## config.mk

```make
export PLATFORM = sky130hd
export DESIGN_NAME = expression_token_lexer_core
export DESIGN_NICKNAME = d
export VERILOG_FILES = /design/src/rtl/core/etl_pkg.sv /design/src/rtl/core/etl_step.sv /design/src/rtl/core/expression_token_lexer_core.sv
export SDC_FILE = /design/constraint.sdc
export NUM_CORES = 1
export LEC_CHECK = 0
export BUFFER_PORTS_ARGS = -buffer_cell sky130_fd_sc_hd__buf_2
export CORE_ASPECT_RATIO = 1.75
export CORE_MARGIN = 2
export CORE_UTILIZATION = 57
export CTS_CLUSTER_DIAMETER = 50
export DETAILED_ROUTE_END_ITERATION = 12
export PLACE_DENSITY = 0.77
export SYNTH_ARGS = -nofsm -noshare
export SYNTH_HDL_FRONTEND = slang
export SYNTH_HIERARCHICAL = 1
export SYNTH_SLANG_ARGS = --single-unit
```

## constraint.sdc

```tcl
create_clock -name clk -period 7 [get_ports clk]
set_clock_uncertainty 0.1 [all_clocks]
set_input_delay 0.7 -clock clk [delete_from_list [all_inputs] [get_ports clk]]
set_output_delay 0.7 -clock clk [all_outputs]
set_load 0.05 [all_outputs]
```

## src/rtl/core/etl_pkg.sv

```systemverilog
`timescale 1ns / 1ps
// ----------------------------------------------------------------------------
// etl_pkg
// Shared types, token codes and character helpers for the expression lexer.
// ----------------------------------------------------------------------------
package etl_pkg;

  localparam int OFFSET_BITS_DEF = 16;
  localparam int POS_W           = 16;
  localparam int VALUE_W         = 31;
  localparam int KIND_W          = 4;
  localparam int CHAR_W          = 8;

  localparam logic [VALUE_W-1:0] VALUE_MAX = {VALUE_W{1'b1}};

  // token kinds
  localparam logic [KIND_W-1:0] KIND_NUM  = 4'd0;
  localparam logic [KIND_W-1:0] KIND_ADD  = 4'd1;
  localparam logic [KIND_W-1:0] KIND_SUB  = 4'd2;
  localparam logic [KIND_W-1:0] KIND_MUL  = 4'd3;
  localparam logic [KIND_W-1:0] KIND_DIV  = 4'd4;
  localparam logic [KIND_W-1:0] KIND_LPAR = 4'd5;
  localparam logic [KIND_W-1:0] KIND_RPAR = 4'd6;
  localparam logic [KIND_W-1:0] KIND_LT   = 4'd7;
  localparam logic [KIND_W-1:0] KIND_GT   = 4'd8;
  localparam logic [KIND_W-1:0] KIND_EQ   = 4'd9;
  localparam logic [KIND_W-1:0] KIND_NE   = 4'd10;
  localparam logic [KIND_W-1:0] KIND_LE   = 4'd11;
  localparam logic [KIND_W-1:0] KIND_GE   = 4'd12;
  localparam logic [KIND_W-1:0] KIND_END  = 4'd13;
  localparam logic [KIND_W-1:0] KIND_ERR  = 4'd14;

  // character codes
  localparam logic [CHAR_W-1:0] CH_NUL   = 8'h00;
  localparam logic [CHAR_W-1:0] CH_TAB   = 8'h09;
  localparam logic [CHAR_W-1:0] CH_CR    = 8'h0D;
  localparam logic [CHAR_W-1:0] CH_SPACE = 8'h20;
  localparam logic [CHAR_W-1:0] CH_BANG  = 8'h21;
  localparam logic [CHAR_W-1:0] CH_LPAR  = 8'h28;
  localparam logic [CHAR_W-1:0] CH_RPAR  = 8'h29;
  localparam logic [CHAR_W-1:0] CH_STAR  = 8'h2A;
  localparam logic [CHAR_W-1:0] CH_PLUS  = 8'h2B;
  localparam logic [CHAR_W-1:0] CH_MINUS = 8'h2D;
  localparam logic [CHAR_W-1:0] CH_SLASH = 8'h2F;
  localparam logic [CHAR_W-1:0] CH_ZERO  = 8'h30;
  localparam logic [CHAR_W-1:0] CH_NINE  = 8'h39;
  localparam logic [CHAR_W-1:0] CH_LT    = 8'h3C;
  localparam logic [CHAR_W-1:0] CH_EQ    = 8'h3D;
  localparam logic [CHAR_W-1:0] CH_GT    = 8'h3E;

  // what the lexer is holding back, waiting on the next character
  typedef enum logic [5:0] {
    MODE_NONE = 6'b000001,
    MODE_NUM  = 6'b000010,
    MODE_LT   = 6'b000100,
    MODE_GT   = 6'b001000,
    MODE_EQ   = 6'b010000,
    MODE_BANG = 6'b100000
  } mode_t;

  typedef struct packed {
    mode_t              mode;
    logic [VALUE_W-1:0] acc;
    logic               sat;
    logic               disc;
  } lex_state_t;

  typedef struct packed {
    logic [KIND_W-1:0]  kind;
    logic [VALUE_W-1:0] value;
    logic [POS_W-1:0]   pos;
    logic               ovf;
    logic               last;
  } token_t;

  localparam lex_state_t STATE_RESET = '{mode: MODE_NONE, acc: '0, sat: 1'b0, disc: 1'b0};

  function automatic logic is_space(input logic [CHAR_W-1:0] c);
    return (c == CH_SPACE) || (c >= CH_TAB && c <= CH_CR);
  endfunction

  function automatic logic is_digit(input logic [CHAR_W-1:0] c);
    return (c >= CH_ZERO) && (c <= CH_NINE);
  endfunction

  function automatic token_t mk_tok(input logic [KIND_W-1:0] kind,
                                    input logic [POS_W-1:0]  pos);
    token_t t;
    t.kind  = kind;
    t.value = '0;
    t.pos   = pos;
    t.ovf   = 1'b0;
    t.last  = 1'b0;
    return t;
  endfunction

endpackage

```

## src/rtl/core/etl_step.sv

```systemverilog
`timescale 1ns / 1ps
// ----------------------------------------------------------------------------
// etl_step
// One-character lexer step: from the current state and a character, the
// next state and up to two tokens (flushed pending token, then own token).
// ----------------------------------------------------------------------------
module etl_step #(
  parameter int OFFSET_BITS = etl_pkg::OFFSET_BITS_DEF
) (
  input  logic [etl_pkg::CHAR_W-1:0] ch,
  input  etl_pkg::lex_state_t        st,
  input  logic [OFFSET_BITS-1:0]     offset,
  input  logic [OFFSET_BITS-1:0]     start,
  output etl_pkg::lex_state_t        st_nxt,
  output logic [OFFSET_BITS-1:0]     offset_nxt,
  output logic [OFFSET_BITS-1:0]     start_nxt,
  output etl_pkg::token_t            tok0,
  output etl_pkg::token_t            tok1,
  output logic [1:0]                 tok_cnt
);

  logic [etl_pkg::POS_W-1:0] off_pos;
  logic [etl_pkg::POS_W-1:0] start_pos;

  generate
    if (OFFSET_BITS >= etl_pkg::POS_W) begin : g_pos_trunc
      assign off_pos   = offset[etl_pkg::POS_W-1:0];
      assign start_pos = start[etl_pkg::POS_W-1:0];
    end else begin : g_pos_ext
      assign off_pos   = {{(etl_pkg::POS_W-OFFSET_BITS){1'b0}}, offset};
      assign start_pos = {{(etl_pkg::POS_W-OFFSET_BITS){1'b0}}, start};
    end
  endgenerate

  // acc * 10 + digit, as shifts; wide enough that saturation is a plain compare
  logic [etl_pkg::VALUE_W+3:0] acc_ext;
  logic [etl_pkg::VALUE_W+3:0] acc_next_raw;
  logic                        acc_over;

  assign acc_ext      = {4'b0000, st.acc};
  assign acc_next_raw = (acc_ext << 3) + (acc_ext << 1)
                      + {{(etl_pkg::VALUE_W){1'b0}}, ch[3:0]};
  assign acc_over     = acc_next_raw > {4'b0000, etl_pkg::VALUE_MAX};

  always_comb begin
    etl_pkg::token_t flush_tok;
    etl_pkg::token_t own_tok;
    logic            flush_v;
    logic            own_v;
    logic            fresh;
    logic            is_eq;

    st_nxt     = st;
    start_nxt  = start;
    offset_nxt = offset + 1'b1;
    flush_tok  = etl_pkg::mk_tok(etl_pkg::KIND_ERR, start_pos);
    own_tok    = etl_pkg::mk_tok(etl_pkg::KIND_END, off_pos);
    flush_v    = 1'b0;
    own_v      = 1'b0;
    fresh      = 1'b1;
    is_eq      = (ch == etl_pkg::CH_EQ);

    if (st.disc) begin
      fresh = 1'b0;
      if (ch == etl_pkg::CH_NUL) begin
        own_v      = 1'b1;
        st_nxt     = etl_pkg::STATE_RESET;
        start_nxt  = '0;
        offset_nxt = '0;
      end
    end else begin
      unique case (st.mode)
        etl_pkg::MODE_NUM: begin
          if (etl_pkg::is_digit(ch)) begin
            fresh = 1'b0;
            if (acc_over) begin
              st_nxt.acc = etl_pkg::VALUE_MAX;
              st_nxt.sat = 1'b1;
            end else begin
              st_nxt.acc = acc_next_raw[etl_pkg::VALUE_W-1:0];
            end
          end else begin
            flush_v         = 1'b1;
            flush_tok.kind  = etl_pkg::KIND_NUM;
            flush_tok.value = st.acc;
            flush_tok.ovf   = st.sat;
            st_nxt.mode     = etl_pkg::MODE_NONE;
          end
        end
        etl_pkg::MODE_LT, etl_pkg::MODE_GT: begin
          flush_v     = 1'b1;
          st_nxt.mode = etl_pkg::MODE_NONE;
          fresh       = !is_eq;
          if (st.mode == etl_pkg::MODE_LT) begin
            flush_tok.kind = is_eq ? etl_pkg::KIND_LE : etl_pkg::KIND_LT;
          end else begin
            flush_tok.kind = is_eq ? etl_pkg::KIND_GE : etl_pkg::KIND_GT;
          end
        end
        etl_pkg::MODE_EQ, etl_pkg::MODE_BANG: begin
          flush_v     = 1'b1;
          st_nxt.mode = etl_pkg::MODE_NONE;
          if (is_eq) begin
            fresh          = 1'b0;
            flush_tok.kind = (st.mode == etl_pkg::MODE_EQ) ? etl_pkg::KIND_EQ
                                                             : etl_pkg::KIND_NE;
          end else if (ch != etl_pkg::CH_NUL) begin
            // lone '=' or '!': error, and characters are thrown away up to the terminator
            fresh       = 1'b0;
            st_nxt.disc = 1'b1;
          end
        end
        default: begin
          st_nxt.mode = etl_pkg::MODE_NONE;
        end
      endcase
    end

    if (fresh) begin
      if (ch == etl_pkg::CH_NUL) begin
        own_v      = 1'b1;
        st_nxt     = etl_pkg::STATE_RESET;
        start_nxt  = '0;
        offset_nxt = '0;
      end else if (etl_pkg::is_space(ch)) begin
        own_v = 1'b0;
      end else if (ch == etl_pkg::CH_PLUS) begin
        own_v = 1'b1; own_tok.kind = etl_pkg::KIND_ADD;
      end else if (ch == etl_pkg::CH_MINUS) begin
        own_v = 1'b1; own_tok.kind = etl_pkg::KIND_SUB;
      end else if (ch == etl_pkg::CH_STAR) begin
        own_v = 1'b1; own_tok.kind = etl_pkg::KIND_MUL;
      end else if (ch == etl_pkg::CH_SLASH) begin
        own_v = 1'b1; own_tok.kind = etl_pkg::KIND_DIV;
      end else if (ch == etl_pkg::CH_LPAR) begin
        own_v = 1'b1; own_tok.kind = etl_pkg::KIND_LPAR;
      end else if (ch == etl_pkg::CH_RPAR) begin
        own_v = 1'b1; own_tok.kind = etl_pkg::KIND_RPAR;
      end else if (ch == etl_pkg::CH_LT) begin
        st_nxt.mode = etl_pkg::MODE_LT;   start_nxt = offset;
      end else if (ch == etl_pkg::CH_GT) begin
        st_nxt.mode = etl_pkg::MODE_GT;   start_nxt = offset;
      end else if (ch == etl_pkg::CH_EQ) begin
        st_nxt.mode = etl_pkg::MODE_EQ;   start_nxt = offset;
      end else if (ch == etl_pkg::CH_BANG) begin
        st_nxt.mode = etl_pkg::MODE_BANG; start_nxt = offset;
      end else if (etl_pkg::is_digit(ch)) begin
        st_nxt.mode = etl_pkg::MODE_NUM;
        st_nxt.acc  = {{(etl_pkg::VALUE_W-4){1'b0}}, ch[3:0]};
        st_nxt.sat  = 1'b0;
        start_nxt   = offset;
      end else begin
        own_v        = 1'b1;
        own_tok.kind = etl_pkg::KIND_ERR;
        st_nxt.disc  = 1'b1;
      end
    end

    // order results: flushed token first, own token second
    tok1      = own_tok;
    tok1.last = 1'b1;
    if (flush_v) begin
      tok0      = flush_tok;
      tok0.last = !own_v;
    end else begin
      tok0      = own_tok;
      tok0.last = 1'b1;
    end
    tok_cnt = {1'b0, flush_v} + {1'b0, own_v};
  end

endmodule

```

## src/rtl/core/expression_token_lexer_core.sv

```systemverilog
`timescale 1ns / 1ps
// ----------------------------------------------------------------------------
// expression_token_lexer_core
// Character-serial tokenizer for arithmetic expressions with a four-entry
// result queue on the output side.
// ----------------------------------------------------------------------------
//  channel  dir  handshake                 payload
//  in_      in   in_tvalid / in_tready     tdata[7:0] char_code
//  out_     out  out_tvalid / out_tready   tuser token_kind, tdata value/pos/ovf,
//                                          tlast last_of_run
//
//  One character is taken per cycle while in_tready is high; its tokens land
//  in the result queue at the same edge and can leave from the next cycle on,
//  one per cycle while out_tready is high. A character that gives two tokens
//  (flush plus its own) needs two output transfers, so such a run is output-bound.
//  in_tready is low while fewer than two queue entries are free.
//  rst_n (synchronous) empties the queue and returns the lexer to offset 0.
// ----------------------------------------------------------------------------
module expression_token_lexer_core #(
  parameter int OFFSET_BITS = etl_pkg::OFFSET_BITS_DEF
) (
  input  logic        clk,
  input  logic        rst_n,
  input  logic        in_tvalid,
  output logic        in_tready,
  input  logic [7:0]  in_tdata,   // [7:0] char_code
  output logic        out_tvalid,
  input  logic        out_tready,
  output logic [47:0] out_tdata,  // [30:0] token_value, [46:31] token_position,
                                  // [47] value_overflow
  output logic [3:0]  out_tuser,  // [3:0] token_kind
  output logic        out_tlast   // last_of_run
);

  localparam int QDEPTH = 4;
  localparam int QPTR_W = $clog2(QDEPTH);
  localparam int QCNT_W = $clog2(QDEPTH + 1);

  etl_pkg::lex_state_t     st_r, st_nxt;
  logic [OFFSET_BITS-1:0]  offset_r, offset_nxt;
  logic [OFFSET_BITS-1:0]  start_r, start_nxt;
  etl_pkg::token_t         tok0, tok1;
  logic [1:0]              tok_cnt;

  etl_pkg::token_t         q_r [QDEPTH];
  logic [QPTR_W-1:0]       wr_ptr_r, rd_ptr_r;
  logic [QCNT_W-1:0]       cnt_r, cnt_nxt;
  logic                    in_xfer, out_xfer;
  logic [1:0]              push;
  logic [QPTR_W-1:0]       wr_ptr_p1;
  etl_pkg::token_t         head;

  etl_step #(
    .OFFSET_BITS(OFFSET_BITS)
  ) u_step (
    .ch         (in_tdata),
    .st         (st_r),
    .offset     (offset_r),
    .start      (start_r),
    .st_nxt     (st_nxt),
    .offset_nxt (offset_nxt),
    .start_nxt  (start_nxt),
    .tok0       (tok0),
    .tok1       (tok1),
    .tok_cnt    (tok_cnt)
  );

  assign in_tready = cnt_r <= QCNT_W'(QDEPTH - 2);
  assign in_xfer   = in_tvalid && in_tready;
  assign out_tvalid = cnt_r != '0;
  assign out_xfer  = out_tvalid && out_tready;
  assign push      = in_xfer ? tok_cnt : 2'd0;
  assign wr_ptr_p1 = wr_ptr_r + 1'b1;
  assign cnt_nxt   = cnt_r + QCNT_W'(push) - QCNT_W'(out_xfer);

  assign head       = q_r[rd_ptr_r];
  assign out_tuser  = head.kind;
  assign out_tdata  = {head.ovf, head.pos, head.value};
  assign out_tlast  = head.last;

  always_ff @(posedge clk) begin
    if (!rst_n) begin
      st_r     <= etl_pkg::STATE_RESET;
      offset_r <= '0;
      start_r  <= '0;
      wr_ptr_r <= '0;
      rd_ptr_r <= '0;
      cnt_r    <= '0;
    end else begin
      if (in_xfer) begin
        st_r     <= st_nxt;
        offset_r <= offset_nxt;
        start_r  <= start_nxt;
      end
      wr_ptr_r <= wr_ptr_r + QPTR_W'(push);
      if (out_xfer) begin
        rd_ptr_r <= rd_ptr_r + 1'b1;
      end
      cnt_r <= cnt_nxt;
    end
  end

  // queue storage, no reset
  always_ff @(posedge clk) begin
    if (push != 2'd0) begin
      q_r[wr_ptr_r] <= tok0;
    end
    if (push == 2'd2) begin
      q_r[wr_ptr_p1] <= tok1;
    end
  end

  // ---- assertions ----
  a_cnt_bound: assert property (@(posedge clk) disable iff (!rst_n)
    cnt_r <= QCNT_W'(QDEPTH))
    else $error("result queue count beyond depth");

  a_term_clears_offset: assert property (@(posedge clk) disable iff (!rst_n)
    (in_xfer && in_tdata == etl_pkg::CH_NUL) |=> (offset_r == '0 && !st_r.disc))
    else $error("terminator did not restart the lexer");

  a_ovf_only_num: assert property (@(posedge clk) disable iff (!rst_n)
    (out_tvalid && out_tdata[47]) |-> out_tuser == etl_pkg::KIND_NUM)
    else $error("overflow flag on a non-number token");

  a_value_only_num: assert property (@(posedge clk) disable iff (!rst_n)
    (out_tvalid && out_tuser != etl_pkg::KIND_NUM) |-> out_tdata[30:0] == '0)
    else $error("nonzero value on a non-number token");

endmodule

```

# Yosys cells after proc, flatten, opt, wreduce, memory -nomap -nowiden
# Memory sizes are Yosys's and may differ from the RTL's. A register that Yosys moved wholly into a read port is not among the register bits.
# Cells that the tools add are included.
[word_totals]
reg_bits = 78
ram_bits = 212
out_inout_bits = 55
wordCells = 163
mem_count = 1
[classes]
add_sub_neg = 9
order_cmp = 6
eq_ne = 17
n_mux = 107
reduce_logical = 14
[memory_table]
columns = ["memory", "words", "word_bits", "rd", "rd_clocked_by_memory_dff", "wr", "line_no", "rtl"]
rows = [
  ["q_r", 4, 53, 1, 1, 2, "expression_token_lexer_core.sv:45", "etl_pkg::token_t q_r [QDEPTH];"],
]
[ops]
columns = ["op", "n"]
rows = [
  ["two-way mux 39 bit", 11],
  ["two-way mux 16 bit", 20],
  ["two-way mux 33 bit", 4],
  ["equality test 8 x 6 -> 1 bit (second input constant)", 11],
  ["two-way mux 35 bit", 2],
  ["two-way mux 32 bit", 2],
  ["two-way mux 4 bit", 16],
  ["two-way mux 31 bit", 2],
  ["two-way mux 53 bit", 1],
  ["two-way mux 38 bit", 1],
  ["two-way mux 6 bit", 6],
  ["adder 34 x 32 -> 35 bit", 1],
  ["adder 35 x 4 -> 35 bit", 1],
  ["greater-than comparator 35 x 31 -> 1 bit (second input constant)", 1],
  ["two-way mux 1 bit", 33],
  ["adder 16 x 1 -> 16 bit (second input constant)", 1],
  ["case mux 4 bit (3 select lines)", 1],
  ["two-way mux 2 bit", 5],
  [">= comparator 8 x 4 -> 1 bit (second input constant)", 1],
  [">= comparator 8 x 6 -> 1 bit (second input constant)", 1],
  ["less-or-equal comparator 8 x 4 -> 1 bit (second input constant)", 1],
  ["less-or-equal comparator 8 x 6 -> 1 bit (second input constant)", 1],
  ["logical NOT 8 bit", 1],
  ["nonzero test 8 bit", 1],
  ["22 further kinds", 28],
]

# Logic depth before layout (Yosys ltp)
# Gate-level depths: netlist (run 1).
[logic_depth]
ltp_word = 22
ltp_mapped = 18
ltp_nobuf = 18

# Modules after synthesis
# Netlist (run 1), hierarchy kept.
[by_module_without_submodules]
columns = ["mod", "n_inst", "cells_per_inst", "area_per_inst_um2", "seq_area_each_um2"]
rows = [
  ["expression_token_lexer_core", 1, 903, 13760.7, 7967.6],
  ["etl_step", 1, 818, 5320.1, 0.0],
]

# Least setup slack after synthesis (run 1)
# No wires, ideal clock.
[synth_path]
path_kind = "input to register"
start = "in in_tdata[7]"
end = "mem q_r[1][0] (netlist name) (enable)"
arrival_ns = 6.585
required_time_ns = 6.357
setup_slack_ns = -0.229
cell_stages = 9
path_buffers = 1
path_cell_list = "nor4bb_1 > nand2_1 > nor3b_1 > a21oi_1 > clkbuf_1 > inv_1 > ha_1 > or2b_1 > a211oi_1"
[synth_lines]
columns = ["element", "line_no", "rtl"]
rows = [
  ["start, declared", "expression_token_lexer_core.sv:26", "input logic [7:0] in_tdata,"],
  ["end, declared", "expression_token_lexer_core.sv:45", ""],
]

==> results of run 1 <==
==> routing by layer <==
metal | GRT usage [%] | vias to the layer above
met4 | 11.5 | 4
met2 | 51.9 | 494
met1 | 32.5 | 6926
met3 | 2.43 | 123
li1 | - | 6353
met5 | 0 | -
==> placed cells by master, fill, tap and decap left out, types with 9 or more instances in the layout <==
| master | n |
|---|---|
| edfxtp_1 | 212 |
| mux2_2 | 178 |
| o21ai_0 | 120 |
| a21oi_1 | 112 |
| nand3_1 | 108 |
| dfxtp_1 | 78 |
| nand2_1 | 75 |
| a21boi_0 | 74 |
| ha_1 | 68 |
| buf_2 | 66 |
| nor2_1 | 60 |
| mux4_2 | 53 |
| mux2_4 | 50 |
| inv_1 | 41 |
| and2_1 | 40 |
| conb_1 | 33 |
| xnor2_1 | 28 |
| clkbuf_16 | 26 |
| or3_1 | 25 |
| buf_4 | 19 |
| nand4_1 | 17 |
| nor3_1 | 17 |
| xor2_1 | 16 |
| a21o_1 | 14 |
| a31oi_1 | 11 |
| nor2b_1 | 9 |
==> metrics by stage <==
| stage | worst slack (ns) | instances | utilization [%] | total power, uW | hold WS [ns] |
|---|---|---|---|---|---|
| 3_5_place_dp | 1.91 | 2066 | 58.4 | 3640 | 0.386 |
| 4_1_cts | 2.44 | 2114 | 61.0 | 5130 | 0.397 |
| 3_3_place_gp | 1.99 | 2066 | 58.4 | 3630 | 0.380 |
| 2_1_floorplan | -0.229 | 1752 | - | 3300 | 0.354 |
| 5_1_grt | 2.10 | 2115 | 61.0 | 5270 | 0.425 |
| 6_report | 2.32 | 2116 | 61.1 | 5110 | 0.396 |
==> layout make-up <==
cell class	count	share of cell area, %
repair buffers	87	2.54
clock inverters	15	0.924
clock buffers	33	3.46
multi-input cells	1241	50.2
diodes	2	0.0248
inverters	41	0.763
flip-flops and latches	292	39.5
well taps	405	2.51
==> power by group through the flow <==
stage / Clock, uW / Combinational (uW) / Sequential, uW
6_report: 1500 / 1500 / 2100
5_1_grt: 1580 / 1580 / 2120
4_1_cts: 1520 / 1510 / 2110
3_5_place_dp: 0 / 1500 / 2140
3_3_place_gp: 0 / 1500 / 2130
2_1_floorplan: 0 / 1210 / 2080
==> state kept, by name, summed over array words and instances (netlist names), named ones only <==
register and cells:
q_r 212, cnt_r 3, start_r 16, offset_r 16, rd_ptr_r 2, st_r 39, wr_ptr_r 2
==> cell families after synthesis <==
| group | after synthesis |
|---|---|
| buffers and inverters | 219 |
| xor gates and xnor gates | 44 |
| AOI/OAI and AO/OA | 408 |
| muxes | 284 |
| other | 2 |
| DFF | 292 |
| and+or+nand+nor | 401 |
| adders and majority gates | 71 |
==> worst max-delay path, stage by stage <==
cell,delay [ns]
buf_2,0.12
nor4_1,0.62
nand2_1,0.79
nand2_1,0.30
ha_1,0.30
nor2b_1,0.32
nand4_1,0.84
buf_12,0.53
mux2_2,0.32
==> worst min path at each step <==
stage	start	slack (ns)	to
after floorplan	st_r[37]	0.35	st_r[37]
after global placement	start_r[2]	0.38	start_r[2]
after detailed placement	st_r[1]	0.39	st_r[1]
after CTS	st_r[1]	0.40	st_r[1]
after global routing	start_r[4]	0.42	start_r[4]
final	start_r[4]	0.40	start_r[4]
==> impl_metrics.json, run 1 <==
{
  "status": "finished, final reports clean",
  "area_growth_pct": 5.70,
  "vias": 13900,
  "switchingPower_uw": 1810,
  "synth-simple-area-share_pct": 10.9,
  "p_sw_share_pct": 35.4,
  "ir_worst_vdd_mv": 0.213,
  "cp.required_ns": 7.21,
  "clock.fmax_ghz": 0.214,
  "synth-edff-count": 212,
  "r2r_slack_ns": 2.32,
  "grt.overflow.total": 0,
  "r2r-start": "st_r[35]",
  "drt_iter0_drc": 1385,
  "finalMaxSlewViolations": 0,
  "yosysMostFrequentCell": "edfxtp_1",
  "clockBufferDepth": 3,
  "muxShareOfSynthArea_pct": 20.9,
  "dieArea_sq_um": 35000,
  "path_class": "input port to flip-flop",
  "cts_max_level": 1,
  "core_area_sq_um": 33000,
  "power_frac_clock_pct": 29.5,
  "postCtsHoldBufs": 0,
  "drive_gt1_share_pct": 25.7,
  "antenna_found_initial": 3,
  "synth_compound_area_share_pct": 13.5,
  "ys_ff_latch": 292,
  "dr_wl_met3_microns": 2150,
  "routed.top_layer": "met5",
  "drc": 0,
  "place_hpwl_microns": 31500,
  "rsz0062_at_grt": "no",
  "fin_area_sq_um": 20200,
  "tightestPinTransition_ns": 1.21,
  "fp.dieW_microns": 142,
  "wirelength_met1_microns": 18500,
  "critPathLaunch": "in_tdata[7]",
  "ioPinCount": 67,
  "hold_depth": 2,
  "cap_violations": 0,
  "reg2regPathDepth": 12,
  "seqPwrFrac_pct": 41.1,
  "startpoint_type": "input port",
  "r2r-end": "q_r[3][34]",
  "vias_per_cell": 6.57,
  "regArea_sq_um": 7970,
  "globalplace.congestion": 0.948,
  "syn_area_per_cell_sq_um": 11.1,
  "fillers": 2620,
  "placed_cell_area_sq_um": 19300,
  "synth_top_area_cell": "edfxtp_1",
  "wl_microns": 48900,
  "finalSetupTns_ns": 0,
  "port_buffers": 66,
  "synth_top_family_by_area": "multiplexers",
  "timing.slew.headroom_pct": 18.5,
  "grt_pass1_wl_microns": 76900,
  "clock-root-buffer": "clkbuf_16",
  "fin_crit_sh_pct": 66.8,
  "grt_usage_pct": 27.8,
  "setup_viol": 0,
  "clock_sinks": 292,
  "cp.arrival_ns": 4.89,
  "synth_common_cells": "edfxtp_1 (212), mux2_2 (178), o21ai_0 (120)",
  "synth_xor_xnor_area_share_pct": 2.02,
  "synth-seq-area-share_pct": 41.8,
  "syn_inst": 1721,
  "multi_input_area_sq_um": 10100,
  "grt_max_degree": 80,
  "cp_max_fo": 42,
  "hold_class": "flip-flop to flip-flop",
  "cts_tree": "done",
  "drt_pass1_iterations": 7,
  "numCtsBuffers": 26,
  "fin_crit_ns": 4.68,
  "grt_pass1_vias": 13900,
  "worstSkewPairLatency_ns": 0.56,
  "num_rows": 88,
  "met2_length_microns": 26200,
  "p_int_uw": 3300,
  "syn-cell-area_sq_um": 19100,
  "synth.distinct_cells": 82,
  "synthAdderAreaFrac_pct": 4.77,
  "finalNetCount": 1772,
  "ant_nets": 0,
  "wl_per_cell_microns": 23.1,
  "postCtsSetupBuffers": 0,
  "p_comb_share_pct": 29.4,
  "crit_path_end_kind": "flip-flop",
  "hold_viol_final": 0,
  "synth_warnings": 6,
  "ys_top_cells_by_area": "edfxtp_1 (33%), mux2_2 (11%), dfxtp_1 (8.4%), mux4_2 (6.3%), ha_1 (4.5%)",
  "start_util_pct": 57.8,
  "p_per_area_nw_per_um2": 253,
  "clkSlewWorstSetupHoldPaths_ns": 0.07,
  "die_h_microns": 246,
  "p_leak_uw": 0.00751,
  "endpoint": "q_r[3][34]",
  "cts-resized-gates": 0,
  "synth_top_area_share_pct": 33.4,
  "yosys_most_used_dff": "edfxtp_1",
  "synthArstFlopShare_pct": 0
}
Power figures use the tool's default switching activity.
==> run 2, diff against run 1 <==
- clock period: 7 -> 4.08 ns (I/O delays scaled with it)
==> impl_metrics.json, run 2 (synthesized netlist as in run 1, its figures left out) <==
{
  "status": "finished, final reports clean",
  "place_hpwl_microns": 31200,
  "drc": 0,
  "crit_path_end_kind": "flip-flop",
  "cp_num_buf_inv": 3,
  "hold_viol_final": 0,
  "start_util_pct": 57.8,
  "clock-root-buffer": "clkbuf_16",
  "finalNetCount": 1806,
  "preCtsSetupSlack_ns": 0.103,
  "r2r-start": "st_r[2]",
  "p_sw_share_pct": 36.0,
  "largest_reg_flops": 212,
  "area_growth_pct": 7.54,
  "placed_cells": 2095,
  "p_comb_share_pct": 29.5,
  "drive_gt1_share_pct": 27.7,
  "regMostFlops": "q_r",
  "cp_max_fo": 14,
  "grt_pass1_wl_microns": 74900,
  "vias": 14100,
  "n_antenna_cell": 0,
  "fin_util_pct": 62.1,
  "wl_microns": 47600,
  "final_cells": 2150,
  "power_frac_clock_pct": 28.4,
  "r2r_slack_ns": 0.15,
  "clkSlewWorstSetupHoldPaths_ns": 0.06,
  "cp.arrival_ns": 4.27,
  "finalMaxSlewViolations": 0,
  "globalplace.congestion": 0.999,
  "num_rows": 88,
  "reg_top3": "q_r (212), st_r (39)",
  "cap_violations": 0,
  "critPathLaunch": "st_r[2]",
  "antenna_found_initial": 1,
  "vias_per_cell": 6.54,
  "fp.dieW_microns": 142,
  "postCtsHoldBufs": 0,
  "cp.required_ns": 4.42,
  "final_common_cell": "edfxtp_1",
  "drt_iter0_drc": 1165,
  "numCtsBuffers": 28,
  "finalSetupTns_ns": 0,
  "ir_worst_vdd_mv": 0.304,
  "fillers": 2609,
  "drt_pass1_iterations": 6,
  "cts_tree": "done",
  "grt_pass1_vias": 14200,
  "clock.fmax_ghz": 0.255,
  "rsz0062_at_grt": "no",
  "fin_crit_ns": 3.93,
  "core_area_sq_um": 33000,
  "startpoint_type": "flip-flop",
  "port_buffers": 66,
  "dieArea_sq_um": 35000,
  "grt_max_degree": 77,
  "clock_sinks": 292,
  "most-common-layout-cells": "edfxtp_1 (212), mux2_2 (178), o21ai_0 (119)",
  "path_cells": "inv_1 -> fa_1 -> inv_1 -> ha_1 -> a211oi_2 -> o21ai_1 -> a21boi_1 -> a2111o_1 -> a211oi_2 -> o211ai_4 -> buf_12 -> o41ai_1 -> a21oi_1 -> nand3_1 -> a21boi_0",
  "seqPwrFrac_pct": 42.1,
  "wl_per_cell_microns": 22.2,
  "min-delay-start": "out_tready",
  "holdWs_ns": 0.251,
  "hold_class": "input port to flip-flop",
  "cp_slowest_cell": "fa_1",
  "fin_crit_sh_pct": 96.2,
  "grt_usage_pct": 27.1,
  "setup_viol": 0,
  "ant_nets": 0,
  "timing.slew.headroom_pct": 29.3,
  "tightestPinTransition_ns": 1.05,
  "grt.overflow.total": 0,
  "die_h_microns": 246,
  "switchingPower_uw": 3120,
  "cp_top_family": "compound AO/OA/AOI/OAI gates",
  "p_leak_uw": 0.00769,
  "worst_slack_ns": 0.154,
  "worstSkewPairLatency_ns": 0.56,
  "clockBufferDepth": 3,
  "ioPinCount": 67,
  "cts_max_level": 1,
  "p_int_uw": 5550,
  "p_per_area_nw_per_um2": 423,
  "path_class": "flip-flop to flip-flop",
  "critPathMaxStageDelay_ns": 0.56
}
==> run 2: changes by cell type in the layout (fill, tap and decap cells not counted), moves of 2 or more <==
cell	before	now
dfxtp_1	78	76
inv_8	0	2
clkbuf_16	26	28
ha_1	68	66
diode_2	2	0
clkbuf_1	5	10
nor4_1	6	4
dfxtp_2	1	3
buf_12	2	8
bufinv_16	4	0
buf_4	19	45
==> run 2: tightest hold or removal path, delay by kind of cell <==
family	cells	cell delay, ns
AO/OA/AOI/OAI	1	0.11
XOR/XNOR	1	0.08
buffers and inverters	1	0.11
AND/OR/NAND/NOR	1	0.16
==> run 2: stage by stage <==
stage | power, uW | instance area, sq um
after floorplan | 5660 | 19300
after global placement | 6250 | 19600
after detailed placement | 6290 | 19600
after CTS | 8730 | 20500
after global routing | 8960 | 20500
final | 8670 | 20500
==> run 2: path summary, 6_finish.rpt <==
kind	end	cells after the start
min	flip-flop	4
min reg2reg	start_r[11]	2
max reg2reg	st_r[21]	15
max	st_r[21]	15
==> run 2: layer usage <==
layer  vias to the layer above  share of wire, %  global-route usage (%)
met3                       148               5.7                    3.15
met1                      6938                37                    30.7
met4                         2               4.8                    13.1
li1                       6414                 -                       -
met2                       569                53                    50.2
met5                         -             0.027                       0
==> run 2: power by group through the flow <==
stage / registers (uW) / logic (uW) / clock network, uW
2_1_floorplan: 3560 / 2100 / 0
3_3_place_gp: 3700 / 2540 / 0
3_5_place_dp: 3720 / 2570 / 0
4_1_cts: 3660 / 2570 / 2500
5_1_grt: 3690 / 2680 / 2590
6_report: 3650 / 2560 / 2460
==> run 2: what timing repair did <==
item,CTS,global route
resized for setup,0,5
setup buffers,0,3
setup endpoints to repair,0,16
==> run 2: layout make-up <==
class,instances,area [sq um],area share (%)
clock buffer,40,766,3.73
tap,405,507,2.47
inverter,41,154,0.750
clock inverter,12,86.3,0.421
sequential,292,7980,38.9
multi-input combinational,1241,10200,49.7
timing repair buffer,119,828,4.04
==> run 3, diff against run 2 <==
- CORE_MARGIN: 2 -> 4
- CORE_UTILIZATION: 57 -> 60
- PLACE_DENSITY: 0.77 -> 0.78
- clock period: 4.08 -> 4.4 ns (I/O delays scaled with it)
==> impl_metrics.json, run 3 (synthesized netlist as in run 1, its figures left out) <==
{
  "fin_crit_sh_pct": 93.2,
  "cp_slowest_cell": "fa_1",
  "vias": 14100,
  "cp_common_cell": "fa_1",
  "port_buffers": 66,
  "worstSkewPairLatency_ns": 0.55,
  "clock_sinks": 292,
  "num_rows": 86,
  "path_class": "flip-flop to flip-flop",
  "drc": 0,
  "regArea_sq_um": 7970,
  "cap_violations": 0,
  "path_cells": "inv_1 -> fa_1 -> fa_1 -> nor2b_1 -> o2111ai_1 -> a211o_1 -> and4_1 -> or3_4 -> o211ai_4 -> buf_4 -> o41ai_1 -> a21oi_1 -> nand3_1 -> a21boi_0",
  "p_leak_uw": 0.00769,
  "fillers": 2450,
  "p_per_area_nw_per_um2": 400,
  "globalplace.congestion": 0.982,
  "cp.arrival_ns": 4.45,
  "finalMaxSlewViolations": 0,
  "finalSetupTns_ns": 0,
  "wirelength_met1_microns": 17700,
  "worst_slack_ns": 0.300,
  "wl_per_cell_microns": 23.2,
  "preCtsSetupSlack_ns": 0.179,
  "clockBufferDepth": 3,
  "cts_tree": "done",
  "regMostFlops": "q_r",
  "largest_reg_flops": 212,
  "cp.required_ns": 4.75,
  "drt_pass1_iterations": 5,
  "ir_worst_vdd_mv": 0.431,
  "wl_microns": 49400,
  "setup_viol": 0,
  "fin_crit_ns": 4.10,
  "clock-root-buffer": "clkbuf_16",
  "drt_iter0_drc": 1342,
  "drive_gt1_share_pct": 27.2,
  "rsz0062_at_grt": "no",
  "die_h_microns": 244,
  "dieArea_sq_um": 34800,
  "grt.overflow.total": 0,
  "finalNetCount": 1798,
  "critPathMaxStageDelay_ns": 0.51,
  "routed.top_layer": "met4",
  "timing.slew.headroom_pct": 26.1,
  "clock.fmax_ghz": 0.244,
  "ant_nets": 0,
  "multi_input_area_sq_um": 10100,
  "status": "finished, final reports clean",
  "reg_top3": "q_r (212), st_r (39)",
  "startpoint_type": "flip-flop",
  "fp.dieW_microns": 143,
  "fin_util_pct": 65.2,
  "grt_pass1_wl_microns": 77600,
  "holdWs_ns": 0.276,
  "hold_class": "input port to flip-flop",
  "grt_usage_pct": 28.1,
  "ioPinCount": 67,
  "cts_max_level": 1,
  "hold_viol_final": 0,
  "most-common-layout-cells": "edfxtp_1 (212), mux2_2 (178), o21ai_0 (120)",
  "antenna_found_initial": 0,
  "met2_length_microns": 27200,
  "dr_wl_met3_microns": 2450,
  "n_antenna_cell": 0,
  "core_area_sq_um": 31400,
  "grt_pass1_vias": 14400,
  "tightestPinTransition_ns": 1.09,
  "final_common_cell": "edfxtp_1",
  "area_growth_pct": 7.44,
  "cp_max_fo": 14,
  "start_util_pct": 60.7,
  "grt_max_degree": 64,
  "clkSlewWorstSetupHoldPaths_ns": 0.07,
  "crit_path_end_kind": "flip-flop",
  "place_hpwl_microns": 33500,
  "vias_per_cell": 6.61,
  "numCtsBuffers": 27
}
run 3: path summary, 6_finish.rpt:
path               startpoint           to  slack (ns)  depth (start not counted)
setup / recovery      st_r[2]     st_r[22]        0.30                         14
hold / removal     out_tready    flip-flop        0.28                          4
setup reg to reg      st_r[2]     st_r[22]        0.30                         14
hold reg to reg   start_r[12]  start_r[12]        0.40                          2
run 3: routing by layer:
layer	global-route usage (%)	vias to the layer above
met5	0	-
met4	11.6	0
met3	2.71	136
met2	53.3	554
met1	31.3	6996
li1	-	6395
run 3: worst max-delay path, delay by kind of cell (launching register included):
kind,cells,cell delay [ns]
adder cells (fa/ha/maj),2,0.99
flip-flops,1,0.47
AND/OR/NAND/NOR,4,0.87
AO/OA/AOI/OAI,6,1.20
buffers and inverters,2,0.37
run 3: area by class of cell:
type | instances | area share (%)
multi-input combinational | 1241 | 49.5
clock buffer | 35 | 3.74
timing repair buffer | 112 | 3.97
tap | 396 | 2.42
inverter | 41 | 0.751
sequential | 292 | 38.9
clock inverter | 14 | 0.775
run 3: power breakdown:
| group | switching [uW] | internal [uW] | total (uW) |
|---|---|---|---|
| logic | 1690 | 733 | 2420 |
| clock network | 1070 | 1370 | 2430 |
| registers | 163 | 3190 | 3350 |
| total | 2920 | 5280 | 8200 |
run 3: timing repair:
| item | CTS | global route |
|---|---|---|
| gates resized for setup | 0 | 1 |
| buffers inserted | 0 | 0 |
| hold buffers | 0 | 0 |
| endpoints found under the setup margin | 0 | 1 |
run 3: stage by stage:
| stage | power (uW) | instance area [sq um] | instances |
|---|---|---|---|
| 6_report | 8200 | 20500 | 2131 |
| 5_1_grt | 8500 | 20500 | 2131 |
| 4_1_cts | 8260 | 20500 | 2131 |
| 3_5_place_dp | 5850 | 19600 | 2082 |
| 3_3_place_gp | 5810 | 19600 | 2082 |
| 2_1_floorplan | 5240 | 19300 | 1752 |
